$ cat src/hw/rtl/vlt_pkg.sv
package vlt_pkg;

    localparam int DepthDefault = 32;
    localparam int DataW        = 32;
    localparam int OpW          = 3;
    localparam int StatusW      = 2;
    localparam int PosW         = 5;
    localparam int CntW         = 6;
    localparam int MaxRes       = 32;
    localparam int ResW         = $clog2(MaxRes);

    typedef enum logic [OpW-1:0] {
        OP_APPEND     = 3'd0,
        OP_SEARCH     = 3'd1,
        OP_REM_FIRST  = 3'd2,
        OP_REM_ALL    = 3'd3,
        OP_LIST       = 3'd4,
        OP_SORT_ASC   = 3'd5,
        OP_SORT_DESC  = 3'd6
    } t_op;

    typedef enum logic [StatusW-1:0] {
        ST_OK        = 2'd0,
        ST_NOT_FOUND = 2'd1,
        ST_EMPTY     = 2'd2,
        ST_FULL      = 2'd3
    } t_status;

    typedef enum logic [2:0] {
        S_IDLE,
        S_RD,
        S_PROC,
        S_RANK,
        S_DONE
    } t_state;

endpackage

$ cat src/hw/rtl/value_list_table.sv
// Ordered list of up to DEPTH signed 32-bit entries with append, search, remove,
// list and sorted listing. The input channel (i_in_valid / o_in_ready) carries an
// operation code and a value; the output channel (o_out_valid / i_out_ready)
// returns one or more result transfers per input, the final one flagged by o_last.
// Entries sit in a single-port-read RAM; one sequencer walks them, visiting each
// entry with a read-address step and then a compare/move step. Search, list and
// remove scan the held entries once; sorting runs one full scan per rank.
// The input side is ready only when the sequencer is idle, so one operation runs
// at a time. Results pass through an output register, so the next input can be
// taken while the last result is still waiting. A stalled receiver stalls the
// scan only when a new result must be handed out and the output register is full.
// Reset clears the entry count; RAM contents are not cleared and never read
// beyond the count. At most 32 results are returned per input.
module value_list_table
    import vlt_pkg::*;
#(
    parameter int DEPTH = DepthDefault
) (
    input  logic                      i_clk,
    input  logic                      i_rst_n,
    input  logic                      i_in_valid,
    output logic                      o_in_ready,
    input  logic [OpW-1:0]            i_operation,
    input  logic signed [DataW-1:0]   i_value,
    output logic                      o_out_valid,
    input  logic                      i_out_ready,
    output logic [StatusW-1:0]        o_status,
    output logic [PosW-1:0]           o_position,
    output logic signed [DataW-1:0]   o_entry_value,
    output logic [CntW-1:0]           o_entry_count,
    output logic [CntW-1:0]           o_removed_count,
    output logic                      o_last
);

    localparam int AW = $clog2(DEPTH);
    localparam int CW = $clog2(DEPTH + 1);

    t_state            r_state, n_state;
    t_op               r_op, n_op;
    logic [DataW-1:0]  r_val, n_val;
    logic [AW-1:0]     r_rd, n_rd;
    logic [AW-1:0]     r_wr, n_wr;
    logic [AW-1:0]     r_first, n_first;
    logic [AW-1:0]     r_rank, n_rank;
    logic [CW-1:0]     r_count, n_count;
    logic [CW-1:0]     r_n, n_n;
    logic [ResW-1:0]   r_nres, n_nres;

    logic              r_hold_vld, n_hold_vld;
    t_status           r_hold_status, n_hold_status;
    logic [AW-1:0]     r_hold_pos, n_hold_pos;
    logic [DataW-1:0]  r_hold_val, n_hold_val;
    logic [CW-1:0]     r_hold_rem, n_hold_rem;

    logic              r_prev_vld, n_prev_vld;
    logic [AW-1:0]     r_prev_pos, n_prev_pos;
    logic [DataW-1:0]  r_prev_val, n_prev_val;
    logic              r_best_vld, n_best_vld;
    logic [AW-1:0]     r_best_pos, n_best_pos;
    logic [DataW-1:0]  r_best_val, n_best_val;

    logic              r_ovalid;
    t_status           r_ostatus;
    logic [PosW-1:0]   r_opos;
    logic [DataW-1:0]  r_oval;
    logic [CntW-1:0]   r_ocnt;
    logic [CntW-1:0]   r_orem;
    logic              r_olast;

    logic              ram_we;
    logic [AW-1:0]     ram_waddr;
    logic [DataW-1:0]  ram_wdata;
    logic [DataW-1:0]  ram_rdata;

    logic              in_xfer;
    logic              out_free;
    logic              last_item;
    logic              is_remove;
    logic              is_sort;
    logic              is_desc;
    logic              match;
    logic              rem_take;
    logic              key_after;
    logic              key_better;
    logic              emit_req;
    logic [AW-1:0]     emit_pos;
    logic [DataW-1:0]  emit_val;
    logic              emit_push;
    logic              emit_stall;
    logic              emit_cap;
    logic              done_push;
    logic              push;

    vlt_ram #(
        .WIDTH (DataW),
        .DEPTH (DEPTH)
    ) u_ram (
        .i_clk   (i_clk),
        .i_we    (ram_we),
        .i_waddr (ram_waddr),
        .i_wdata (ram_wdata),
        .i_raddr (r_rd),
        .o_rdata (ram_rdata)
    );

    // shared compare unit: entry under the read port against the list value,
    // the last emitted key and the best candidate of this rank
    always_comb begin
        in_xfer   = i_in_valid && (r_state == S_IDLE);
        out_free  = !r_ovalid || i_out_ready;
        last_item = (CW'(r_rd) + CW'(1)) == r_count;
        is_remove = (r_op == OP_REM_FIRST) || (r_op == OP_REM_ALL);
        is_sort   = (r_op == OP_SORT_ASC) || (r_op == OP_SORT_DESC);
        is_desc   = (r_op == OP_SORT_DESC);
        match     = ram_rdata == r_val;
        rem_take  = match && ((r_op == OP_REM_ALL) || (r_n == '0));
        if (!r_prev_vld) begin
            key_after = 1'b1;
        end else if (ram_rdata == r_prev_val) begin
            key_after = r_rd > r_prev_pos;
        end else if (is_desc) begin
            key_after = $signed(ram_rdata) < $signed(r_prev_val);
        end else begin
            key_after = $signed(ram_rdata) > $signed(r_prev_val);
        end
        if (!r_best_vld) begin
            key_better = 1'b1;
        end else if (is_desc) begin
            key_better = $signed(ram_rdata) > $signed(r_best_val);
        end else begin
            key_better = $signed(ram_rdata) < $signed(r_best_val);
        end
    end

    // result hand-off: a new result replaces the held one, which goes out first
    always_comb begin
        emit_req   = ((r_state == S_PROC) &&
                      (((r_op == OP_SEARCH) && match) || (r_op == OP_LIST))) ||
                     (r_state == S_RANK);
        emit_pos   = (r_state == S_RANK) ? r_best_pos : r_rd;
        emit_val   = (r_state == S_RANK) ? r_best_val : ram_rdata;
        emit_push  = emit_req && r_hold_vld && out_free;
        emit_stall = emit_req && r_hold_vld && !out_free;
        emit_cap   = emit_push && (r_nres == ResW'(MaxRes - 1));
        done_push  = (r_state == S_DONE) && out_free;
        push       = emit_push || done_push;
        o_in_ready = (r_state == S_IDLE);
    end

    always_comb begin
        ram_we    = 1'b0;
        ram_waddr = r_wr;
        ram_wdata = ram_rdata;
        if (in_xfer && (t_op'(i_operation) == OP_APPEND) && (r_count != CW'(DEPTH))) begin
            ram_we    = 1'b1;
            ram_waddr = r_count[AW-1:0];
            ram_wdata = i_value;
        end else if ((r_state == S_PROC) && is_remove && !rem_take) begin
            ram_we = 1'b1;
        end
    end

    always_comb begin
        n_state = r_state;
        case (r_state)
            S_IDLE: begin
                if (in_xfer) begin
                    case (t_op'(i_operation))
                        OP_APPEND: n_state = S_DONE;
                        OP_SEARCH, OP_REM_FIRST, OP_REM_ALL, OP_LIST,
                        OP_SORT_ASC, OP_SORT_DESC: begin
                            n_state = (r_count == '0) ? S_DONE : S_RD;
                        end
                        default: n_state = S_DONE;
                    endcase
                end
            end
            S_RD: n_state = S_PROC;
            S_PROC: begin
                if (emit_stall) begin
                    n_state = S_PROC;
                end else if (emit_cap) begin
                    n_state = S_IDLE;
                end else if (last_item) begin
                    n_state = is_sort ? S_RANK : S_DONE;
                end else begin
                    n_state = S_RD;
                end
            end
            S_RANK: begin
                if (emit_stall) begin
                    n_state = S_RANK;
                end else if (emit_cap) begin
                    n_state = S_IDLE;
                end else if ((CW'(r_rank) + CW'(1)) == r_count) begin
                    n_state = S_DONE;
                end else begin
                    n_state = S_RD;
                end
            end
            S_DONE: begin
                if (out_free) begin
                    n_state = S_IDLE;
                end
            end
            default: n_state = S_IDLE;
        endcase
    end

    always_comb begin
        n_op          = r_op;
        n_val         = r_val;
        n_rd          = r_rd;
        n_wr          = r_wr;
        n_first       = r_first;
        n_rank        = r_rank;
        n_count       = r_count;
        n_n           = r_n;
        n_nres        = r_nres;
        n_hold_vld    = r_hold_vld;
        n_hold_status = r_hold_status;
        n_hold_pos    = r_hold_pos;
        n_hold_val    = r_hold_val;
        n_hold_rem    = r_hold_rem;
        n_prev_vld    = r_prev_vld;
        n_prev_pos    = r_prev_pos;
        n_prev_val    = r_prev_val;
        n_best_vld    = r_best_vld;
        n_best_pos    = r_best_pos;
        n_best_val    = r_best_val;

        case (r_state)
            S_IDLE: begin
                if (in_xfer) begin
                    n_op          = t_op'(i_operation);
                    n_val         = i_value;
                    n_rd          = '0;
                    n_wr          = '0;
                    n_n           = '0;
                    n_rank        = '0;
                    n_nres        = '0;
                    n_prev_vld    = 1'b0;
                    n_best_vld    = 1'b0;
                    n_hold_vld    = 1'b0;
                    n_hold_status = ST_OK;
                    n_hold_pos    = '0;
                    n_hold_val    = '0;
                    n_hold_rem    = '0;
                    case (t_op'(i_operation))
                        OP_APPEND: begin
                            n_hold_vld = 1'b1;
                            if (r_count == CW'(DEPTH)) begin
                                n_hold_status = ST_FULL;
                            end else begin
                                n_hold_pos = r_count[AW-1:0];
                                n_hold_val = i_value;
                                n_count    = r_count + CW'(1);
                            end
                        end
                        OP_REM_FIRST, OP_REM_ALL, OP_LIST, OP_SORT_ASC, OP_SORT_DESC: begin
                            if (r_count == '0) begin
                                n_hold_vld    = 1'b1;
                                n_hold_status = ST_EMPTY;
                            end
                        end
                        // search and unknown codes fall back to not found when nothing is held
                        default: n_hold_vld = 1'b0;
                    endcase
                end
            end
            S_PROC, S_RANK: begin
                if (emit_req && !emit_stall) begin
                    if (emit_cap) begin
                        n_hold_vld = 1'b0;
                    end else begin
                        if (r_hold_vld) begin
                            n_nres = r_nres + ResW'(1);
                        end
                        n_hold_vld    = 1'b1;
                        n_hold_status = ST_OK;
                        n_hold_pos    = emit_pos;
                        n_hold_val    = emit_val;
                        n_hold_rem    = '0;
                    end
                end
                if (r_state == S_PROC) begin
                    if (!emit_stall && !emit_cap && !last_item) begin
                        n_rd = r_rd + AW'(1);
                    end
                    if (is_remove) begin
                        if (rem_take) begin
                            n_n = r_n + CW'(1);
                            if (r_n == '0) begin
                                n_first = r_rd;
                            end
                        end else begin
                            n_wr = r_wr + AW'(1);
                        end
                        if (last_item) begin
                            n_count = r_count - n_n;
                            if (n_n != '0) begin
                                n_hold_vld    = 1'b1;
                                n_hold_status = ST_OK;
                                n_hold_pos    = n_first;
                                n_hold_val    = r_val;
                                n_hold_rem    = n_n;
                            end
                        end
                    end
                    if (is_sort && key_after && key_better) begin
                        n_best_vld = 1'b1;
                        n_best_pos = r_rd;
                        n_best_val = ram_rdata;
                    end
                end else if (!emit_stall && !emit_cap) begin
                    // advance to the next rank
                    n_prev_vld = 1'b1;
                    n_prev_pos = r_best_pos;
                    n_prev_val = r_best_val;
                    n_best_vld = 1'b0;
                    n_rank     = r_rank + AW'(1);
                    n_rd       = '0;
                end
            end
            S_DONE: begin
                if (out_free) begin
                    n_hold_vld = 1'b0;
                end
            end
            default: n_hold_vld = r_hold_vld;
        endcase
    end

    always_ff @(posedge i_clk) begin
        if (!i_rst_n) begin
            r_state    <= S_IDLE;
            r_count    <= '0;
            r_hold_vld <= 1'b0;
            r_prev_vld <= 1'b0;
            r_best_vld <= 1'b0;
            r_nres     <= '0;
            r_ovalid   <= 1'b0;
        end else begin
            r_state    <= n_state;
            r_count    <= n_count;
            r_hold_vld <= n_hold_vld;
            r_prev_vld <= n_prev_vld;
            r_best_vld <= n_best_vld;
            r_nres     <= n_nres;
            if (push) begin
                r_ovalid <= 1'b1;
            end else if (i_out_ready) begin
                r_ovalid <= 1'b0;
            end
        end
    end

    always_ff @(posedge i_clk) begin
        r_op          <= n_op;
        r_val         <= n_val;
        r_rd          <= n_rd;
        r_wr          <= n_wr;
        r_first       <= n_first;
        r_rank        <= n_rank;
        r_n           <= n_n;
        r_hold_status <= n_hold_status;
        r_hold_pos    <= n_hold_pos;
        r_hold_val    <= n_hold_val;
        r_hold_rem    <= n_hold_rem;
        r_prev_pos    <= n_prev_pos;
        r_prev_val    <= n_prev_val;
        r_best_pos    <= n_best_pos;
        r_best_val    <= n_best_val;
        if (push) begin
            if (done_push && !r_hold_vld) begin
                r_ostatus <= ST_NOT_FOUND;
                r_opos    <= '0;
                r_oval    <= '0;
                r_orem    <= '0;
            end else begin
                r_ostatus <= r_hold_status;
                r_opos    <= PosW'(r_hold_pos);
                r_oval    <= r_hold_val;
                r_orem    <= CntW'(r_hold_rem);
            end
            r_ocnt  <= CntW'(r_count);
            r_olast <= done_push || emit_cap;
        end
    end

    assign o_out_valid     = r_ovalid;
    assign o_status        = r_ostatus;
    assign o_position      = r_opos;
    assign o_entry_value   = r_oval;
    assign o_entry_count   = r_ocnt;
    assign o_removed_count = r_orem;
    assign o_last          = r_olast;

    a_count_range: assert property (@(posedge i_clk) disable iff (!i_rst_n)
        r_count <= CW'(DEPTH))
        else $error("entry count beyond depth");

    a_wr_behind: assert property (@(posedge i_clk) disable iff (!i_rst_n)
        (r_state == S_PROC) |-> (r_wr <= r_rd))
        else $error("compaction write ahead of read");

    a_we_source: assert property (@(posedge i_clk) disable iff (!i_rst_n)
        ram_we |-> (in_xfer || (r_state == S_PROC)))
        else $error("entry write outside append or remove");

    a_out_hold: assert property (@(posedge i_clk) disable iff (!i_rst_n)
        (r_ovalid && !i_out_ready) |=> r_ovalid)
        else $error("pending result dropped");

    a_err_single: assert property (@(posedge i_clk) disable iff (!i_rst_n)
        (r_ovalid && (r_ostatus != ST_OK)) |-> (r_olast && (r_orem == '0)))
        else $error("error result not single and final");

endmodule

$ cat src/hw/rtl/vlt_ram.sv
module vlt_ram #(
    parameter int WIDTH = 32,
    parameter int DEPTH = 32
) (
    input  logic                     i_clk,
    input  logic                     i_we,
    input  logic [$clog2(DEPTH)-1:0] i_waddr,
    input  logic [WIDTH-1:0]         i_wdata,
    input  logic [$clog2(DEPTH)-1:0] i_raddr,
    output logic [WIDTH-1:0]         o_rdata
);

    logic [WIDTH-1:0] r_mem [DEPTH];
    logic [WIDTH-1:0] r_rdata;

    always_ff @(posedge i_clk) begin
        if (i_we) begin
            r_mem[i_waddr] <= i_wdata;
        end
        r_rdata <= r_mem[i_raddr];
    end

    assign o_rdata = r_rdata;

endmodule
$ cat config.mk
export PLATFORM = sky130hd
export DESIGN_NAME = value_list_table
export DESIGN_NICKNAME = d
export VERILOG_FILES = /design/src/hw/rtl/vlt_pkg.sv /design/src/hw/rtl/value_list_table.sv /design/src/hw/rtl/vlt_ram.sv
export SDC_FILE = /design/constraint.sdc
export NUM_CORES = 1
export LEC_CHECK = 0
export BUFFER_PORTS_ARGS = -buffer_cell sky130_fd_sc_hd__clkbuf_2
export CAP_MARGIN = 20
export CORE_ASPECT_RATIO = 1.4
export CORE_MARGIN = 3
export CORE_UTILIZATION = 57
export CTS_CLUSTER_DIAMETER = 200
export DETAILED_ROUTE_END_ITERATION = 16
export PLACE_DENSITY_LB_ADDON = 0.15
export SLEW_MARGIN = 20
export SYNTH_ARGS = -nofsm -noshare
export SYNTH_HDL_FRONTEND = slang
export SYNTH_SLANG_ARGS = --single-unit
$ cat constraint.sdc
create_clock -name i_clk -period 4.55 [get_ports i_clk]
set_input_delay 0.2275 -clock i_clk [delete_from_list [all_inputs] [get_ports i_clk]]
set_output_delay 0.2275 -clock i_clk [all_outputs]
set_load 0.01 [all_outputs]
### After elaboration in Yosys (flattened, before gate mapping)

Memory sizes are Yosys's and may differ from the RTL's. A register that Yosys moved wholly into a read port is not among the register bits.
Cells that the tools add are included.
W data, S select, Z words.

* flip-flop bits (word level): 250
* bits in writable memories: 1024
* input bits: 39
* output and inout port bits: 54
* word-level logic and storage cells: 259
* memories: 1

* $add $sub $neg: 9
* order comparisons: 5
* eq/ne operators: 39
* mux-type cells: 117
* bitwise operators: 1
* reductions and logical operators: 59

Memory list
* u_ram.r_mem: words 32, width 32, read ports 1, clocked after Yosys merged registers in 1, wr ports 1, line vlt_ram.sv:13 `logic [WIDTH-1:0] r_mem [DEPTH];`

Operators by type and width (count)
* $mux W32: 11
* $mux W5: 25
* $mux W6: 19
* $eq A32 B32 Y1: 2
* $gt A32 B32 Y1: 2
* $lt A32 B32 Y1: 2
* $pmux W32 S2: 1
* $pmux W5 S2: 5
* $pmux W6 S2: 3
* $mux W3: 11
* $mux W1: 26
* $ne A2 B2 Y1 const B: 11
* $eq A3 B3 Y1 const B: 7
* $add A5 B1 Y5 const B: 4
* $logic_and A1 B1 Y1: 19
* $eq A3 B2 Y1 const B: 6
* $mux W2: 9
* $reduce_and A4 Y1: 4
* $pmux W3 S5: 1
* $add A5 B1 Y6 const B: 2
* $add A6 B1 Y6 const B: 2
* $eq A6 B6 Y1: 2
* $logic_not A6 Y1: 2
* $reduce_and A3 Y1: 4
* 24 further kinds: 50

### Logic depth before layout (Yosys ltp)

* depth in word-level cells: 15
* depth in mapped cells: 17
* depth with buffers taken out: 17

### By module

From an unflattened synthesis, not the netlist that was laid out.

* cells, all modules: 3437
* area total of the unflattened synthesis: 53996.8 um^2

Modules (own cells, without submodules)
* vlt_ram: instances 1, cells each 2260, area an instance 40485.1 um^2, sequential area each 31390.1 um^2
* value_list_table: instances 1, cells each 1177, area an instance 13511.7 um^2, sequential area each 7327.0 um^2

### Worst setup path after synthesis

OpenSTA, ideal clock, no wires.

* path type: register to register
* from: register r_val[16]
* to: register r_ocnt[0] (netlist: o_entry_count[0]) (enable)
* library setup time: 462 ps
* data arrival time: 4030 ps
* data required time: 4088 ps
* slack: 58 ps
* stages on the path, launching flop included: 9
* buffers on the path: 1
* period minus slack after synthesis: 4492 ps
* cell sequence: edfxtp_1 -> xor2_1 -> nor4_1 -> nand4_1 -> or2_1 -> clkbuf_1 -> o21ai_1 -> nor2_1 -> nor2_1

* word-level cells in the longest chain between the ends: 8

RTL lines
* from (decl): line value_list_table.sv:40 `logic [DataW-1:0] r_val, n_val;`
* from (signal assigned): line value_list_table.sv:360 `r_val <= n_val;`
* $eq A32 B32 Y1: line value_list_table.sv:115 `match = ram_rdata == r_val;`
* $logic_and A1 B1 Y1: line value_list_table.sv:138 `(((r_op == OP_SEARCH) && match) || (r_op == OP_LIST))) ||`
* $logic_or A1 B1 Y1: line value_list_table.sv:138
* $logic_and A1 B1 Y1: line value_list_table.sv:137 `emit_req = ((r_state == S_PROC) &&`
* $logic_or A1 B1 Y1: line value_list_table.sv:138
* $logic_and A1 B1 Y1 (2 in series): line value_list_table.sv:142 `emit_push = emit_req && r_hold_vld && out_free;`
* $logic_or A1 B1 Y1: line value_list_table.sv:146 `push = emit_push || done_push;`
* named net push: line value_list_table.sv:92 `logic push;`
* to (signal assigned): line value_list_table.sv:386 `r_ocnt <= CntW'(r_count);`
* to (decl): line value_list_table.sv:66 `logic [CntW-1:0] r_ocnt;`

The timed path passes the listed nets, and every way through them passes these cells.
A chain may end at the register's enable or synchronous reset.

### Worst setup path after layout

* from: register r_val[8]
* to: register r_count[5]

* word-level cells in the longest chain between the ends: 11

RTL lines
* $eq A32 B32 Y1: line value_list_table.sv:115
* $logic_and A1 B1 Y1: line value_list_table.sv:116 `rem_take = match && ((r_op == OP_REM_ALL) || (r_n == '0));`
* $mux W6: line value_list_table.sv:291 `if (rem_take) begin`
* $mux W6: line value_list_table.sv:290 `if (is_remove) begin`
* $mux W6: line value_list_table.sv:286 `if (r_state == S_PROC) begin`
* $mux W6: line value_list_table.sv:232 `case (r_state)`
* $sub A6 B6 Y6: line value_list_table.sv:300 `n_count = r_count - n_n;`
* $mux W6: line value_list_table.sv:299 `if (last_item) begin`
* $mux W6: line value_list_table.sv:290
* $mux W6: line value_list_table.sv:286
* $pmux W6 S2: line value_list_table.sv:232
* to (signal assigned): line value_list_table.sv:345 `r_count <= n_count;`
* to (decl): line value_list_table.sv:45 `logic [CW-1:0] r_count, n_count;`

Every way passes these cells. The select of a mux whose other input is x is not followed.

==> run summary <==
In the final layout, flip-flops and latches occupy 0.03872 mm^2. STA classifies the critical path endpoint as a register. The share of the core filled with cells in the final layout is 0.6602. The worst clock skew came out at 0.04746 ns.

Summed over all nets, the switching power comes to 5774 uW. Gates resized during post-CTS repair numbered 0. Maximum level of the CTS H-tree: 3. The run gives 0 as the remaining global-route overflow. From bottom edge to top edge, the die measures 367.4 um. The final critical-path required period was 4.295 ns. 93 I/O pins were placed. The share of flip-flops with an asynchronous set or reset was 0; the floorplan row count was 131.

The cell sitting at the root of the clock tree is a clkbuf_16. Among all flip-flop cells after synthesis, the most frequent one is edfxtp_1. Total power: 25970 uW.

The tools report the least setup slack across all paths after layout as 0.2548 ns. The cell class contributing the biggest share of worst-path delay is simple AND/OR/NAND/NOR gates. The number of register bits inferred by synthesis came out at 1306. The largest single stage delay on the critical path is 0.70 ns. The synthesized design contains 1256 enable-type register cells. For this block, the via count after detailed routing is 27.64k. The mapped netlist covers 0.05316 mm^2. For this block, the routed nets add up to 134.2 mm of wire. The final critical-path share of the clock period is 0.9440, and the number of clock sinks is 1306. For the max-capacitance violation count, the log shows 0.

Number of antenna violations at the first check in global routing: 7. Number of distinct library cell variants in the gate-level netlist after synthesis: 68. The logs give 0.3012 for the headroom to the max-slew limit and 117 for the number of buffers added by the clock tree synthesis step. The design internal power is 20190 uW, and the part of the total power dissipated in sequential elements is 0.532.

The count of antenna-violating nets left after detailed routing is 0. Setup repair after global routing left no endpoint under its margin. No sink is reached through more buffers than the 3 on the longest clock path.

The largest fanout on the critical path came out at 4. The post-synthesis sequential area ratio came out at 0.7283. TritonCTS built the clock tree.

The total power density per cell area was 428.5 mW/mm^2; the number of search-and-repair iterations in the first detailed-routing pass was 6. The final RePlAce weighted congestion was 0.8884. The worst setup path is launched from a register. In this run the worst hold path is classified as in2reg. Clock-pin slew was measured on the worst setup and hold paths at 0.06 ns. The library cell appearing most often on the critical path is a21oi_1. The worst register-to-register path begins at r_val[8]. The logs give 0.2328 GHz for the highest achievable clock rate and 3179 for the net count reported at finish. Number of port buffers: 92. Global-route usage over all layers: 0.2812. The minimum setup slack among reg-to-reg paths is 0.25 ns, and the max-slew violation count is 0. The critical path's slowest cell is nor4_1. After detailed routing, the number of vias per cell comes to 6.351.

The worst hold endpoint was r_val[0]. The analysis attributes to cell leakage a power of 0.02042 uW. For the arrival time of the worst setup path, the log shows 4.90 ns. In the final routed layout, each cell accounts on average for 30.83 um. Fill cells in the final layout number 6054. Yosys printed 0 warnings. For the initial cell density of the core, the log shows 0.5792.

The run finished with clean final reports. The startpoint identified for the worst hold timing path is i_value[0]. The share of final-layout standard cells stronger than drive strength 1 is 0.2664. For the worst flop-to-flop path, the logic depth is 15. The number of global-route vias before repair was 28.93k; the area growth from synthesis to final layout was 13.98%. The die is 264.1 um wide. Along the worst hold path, the cell count comes to 2. Wire length of the first global-routing pass: 197.9 mm. The sum of negative setup slack is 0 ns, and the number of buffers and inverters on the critical path is 1. For the pin with the worst max-slew slack, the measured transition is 1.046 ns.

The core region is 0.09179 mm^2. STA puts the critical path data required time at 5.16 ns. The logs give 0.077 for the share of power burned in combinational logic and 0.01386 mm^2 for the area used by multi-input combinational logic. The run gives 0 as the residual DRC count. In this run, the number of DRC markers left after iteration 0 of detailed routing was 2933. Setup violations remaining at the end of the flow were counted as 0. The signal on the critical path passes through xor2_1 > nor4_1 > nand4_1 > buf_4 > nor3_2 > mux2i_1 > and2_1 > ha_1 > a21o_1 > a21oi_1 > o21bai_1 > a21oi_1 > xnor2_1 > a21oi_1 > o21a_1. The part of the total power dissipated in the clock network is 0.390. In this run the mean area of a mapped cell was 18.97 um^2.

The floorplan step defined a die boundary enclosing 0.09702 mm^2. Prior to clock tree synthesis, the placed netlist has a worst setup slack of 0.2594 ns. The latest clock arrival within the worst-skew pair was 0.73 ns; the switching share of power was 0.2224. Synthesis produced a netlist whose cell count is 2803.

The tools report the net count after synthesis as 2924. The reg-to-reg endpoint was r_count[5]. The tools report the count of final hold-check violations as 0. The maximum number of pins on one net before global-route repair was 127. The worst ir drop on vdd is 0.3237 mV, and the placed wire-length estimate is 82.39 mm.

The worst setup path is of the reg2reg kind.
[routing by layer]
layer / up-vias / GRT usage / routed length (um)
met3: 226 / 0.03672 / 8730
li1: 11717 / - / -
met4: 2 / 0.1034 / 4711
met2: 1179 / 0.4885 / 70620
met5: - / 0 / 13
met1: 14515 / 0.3667 / 50100
[cells by family (layout without fill, tap and decap cells)]
kind of cell    count (synthesis)  in the layout  synth area share
other cells                     0              2                 0
flops                        1306           1306            0.7283
xor+xnor                       66             66           0.01087
fa+ha+maj                      82             82           0.01944
buf+inv                       224            574           0.01664
mux                           445            445            0.1595
simple gates                  474            474           0.04140
compound gates                206            206           0.02382
[flip-flops by register name, summed over array words and instances (netlist names), 6 cells and up]
| signal | flops |
|---|---|
| r_best_val | 32 |
| u_ram.r_mem | 1024 |
| u_ram.o_rdata | 32 |
| r_val | 32 |
| o_entry_count | 6 |
| r_count | 6 |
| o_removed_count | 6 |
| r_prev_val | 32 |
| o_entry_value | 32 |
| r_hold_val | 32 |
| r_n | 6 |
| r_hold_rem | 6 |
[cell usage after synthesis, types with 12 or more instances]
| library cell | n | area share |
|---|---|---|
| a21o_1 | 12 | 0.0017 |
| a21oi_1 | 43 | 0.0040 |
| buf_1 | 29 | 0.0020 |
| clkbuf_1 | 94 | 0.0066 |
| dfxtp_1 | 50 | 0.019 |
| edfxtp_1 | 1256 | 0.71 |
| ha_1 | 81 | 0.019 |
| inv_1 | 92 | 0.0065 |
| mux2_2 | 79 | 0.017 |
| mux2i_1 | 52 | 0.0098 |
| mux4_2 | 314 | 0.13 |
| nand2_1 | 217 | 0.015 |
| nand2b_1 | 14 | 0.0016 |
| nand3_1 | 21 | 0.0020 |
| nand4_1 | 20 | 0.0024 |
| nor2_1 | 87 | 0.0061 |
| nor2b_1 | 50 | 0.0059 |
| nor4_1 | 13 | 0.0015 |
| o21ai_0 | 50 | 0.0047 |
| o21ai_1 | 38 | 0.0036 |
| xnor2_1 | 22 | 0.0036 |
| xor2_1 | 44 | 0.0072 |
[through the flow]
step           area, um^2  std cells  hold WS, ns
6_report            60590       4352       0.2760
5_1_grt             60590       4350       0.2645
4_1_cts             60550       4349       0.2295
3_5_place_dp        56240       4097       0.4356
3_3_place_gp        56240       4097       0.4288
2_1_floorplan       53160       2803       0.3264
[worst max-delay path by stage]
stage / start / end / slack, ns / depth (start not counted)
after floorplan: r_val[16] / o_entry_count[0] / 0.06 / 8
after global placement: r_val[6] / r_count[5] / 0.24 / 15
after detailed placement: r_val[6] / r_count[5] / 0.26 / 15
after CTS: r_val[6] / r_count[5] / 0.20 / 15
after global routing: r_val[8] / r_count[5] / 0.04 / 15
final: r_val[8] / r_count[5] / 0.25 / 15
[placed cells by master, fill, tap and decap left out, drive strengths merged, types with 8 or more instances in the layout]
master	instances
edfxtp	1256
xor2	44
and3	8
a21oi	43
nor2b	50
clkbuf	233
nand3	21
ha	81
nor4	14
clkinv	47
or3	9
bufinv	18
nor3	9
nand2	217
buf	137
inv	95
xnor2	22
mux2	79
nand2b	14
and2	11
nor2	87
dfxtp	50
dlygate4sd3	38
a21o	12
mux4	314
nand4	20
o21ai	88
mux2i	52
[timing repair]
item                      4_1_cts  5_1_grt
buffers inserted                0        0
hold buffers                   38        0
hold endpoints to repair       73        0
[layout make-up]
type | count | share of cell area
Sequential cell | 1306 | 0.6390
Multi-Input combinational cell | 1273 | 0.2287
Clock buffer | 141 | 0.05051
Timing Repair Buffer | 267 | 0.03675
Tap cell | 1197 | 0.02472
Clock inverter | 73 | 0.01445
Inverter | 93 | 0.005802
Antenna cell | 2 | 0.00008260
[power by group through the flow]
stage          logic [uW]  clock network, uW  registers, uW
4_1_cts              2010              10300          13800
3_5_place_dp         1980                  0          14100
2_1_floorplan        1160                  0          14000
5_1_grt              2160              10800          13800
6_report             2010              10100          13800
3_3_place_gp         1930                  0          14100
[worst register-to-register path, delay by kind of cell (launching register included)]
kind | cells | cell delay [ns]
AND/OR/NAND/NOR | 4 | 1.57
AO/OA/AOI/OAI | 6 | 0.99
flip-flops | 1 | 0.40
XOR/XNOR | 2 | 0.37
multiplexers | 1 | 0.34
buffers and inverters | 1 | 0.25
adder cells (fa/ha/maj) | 1 | 0.24
Power figures use the tool's default switching activity.
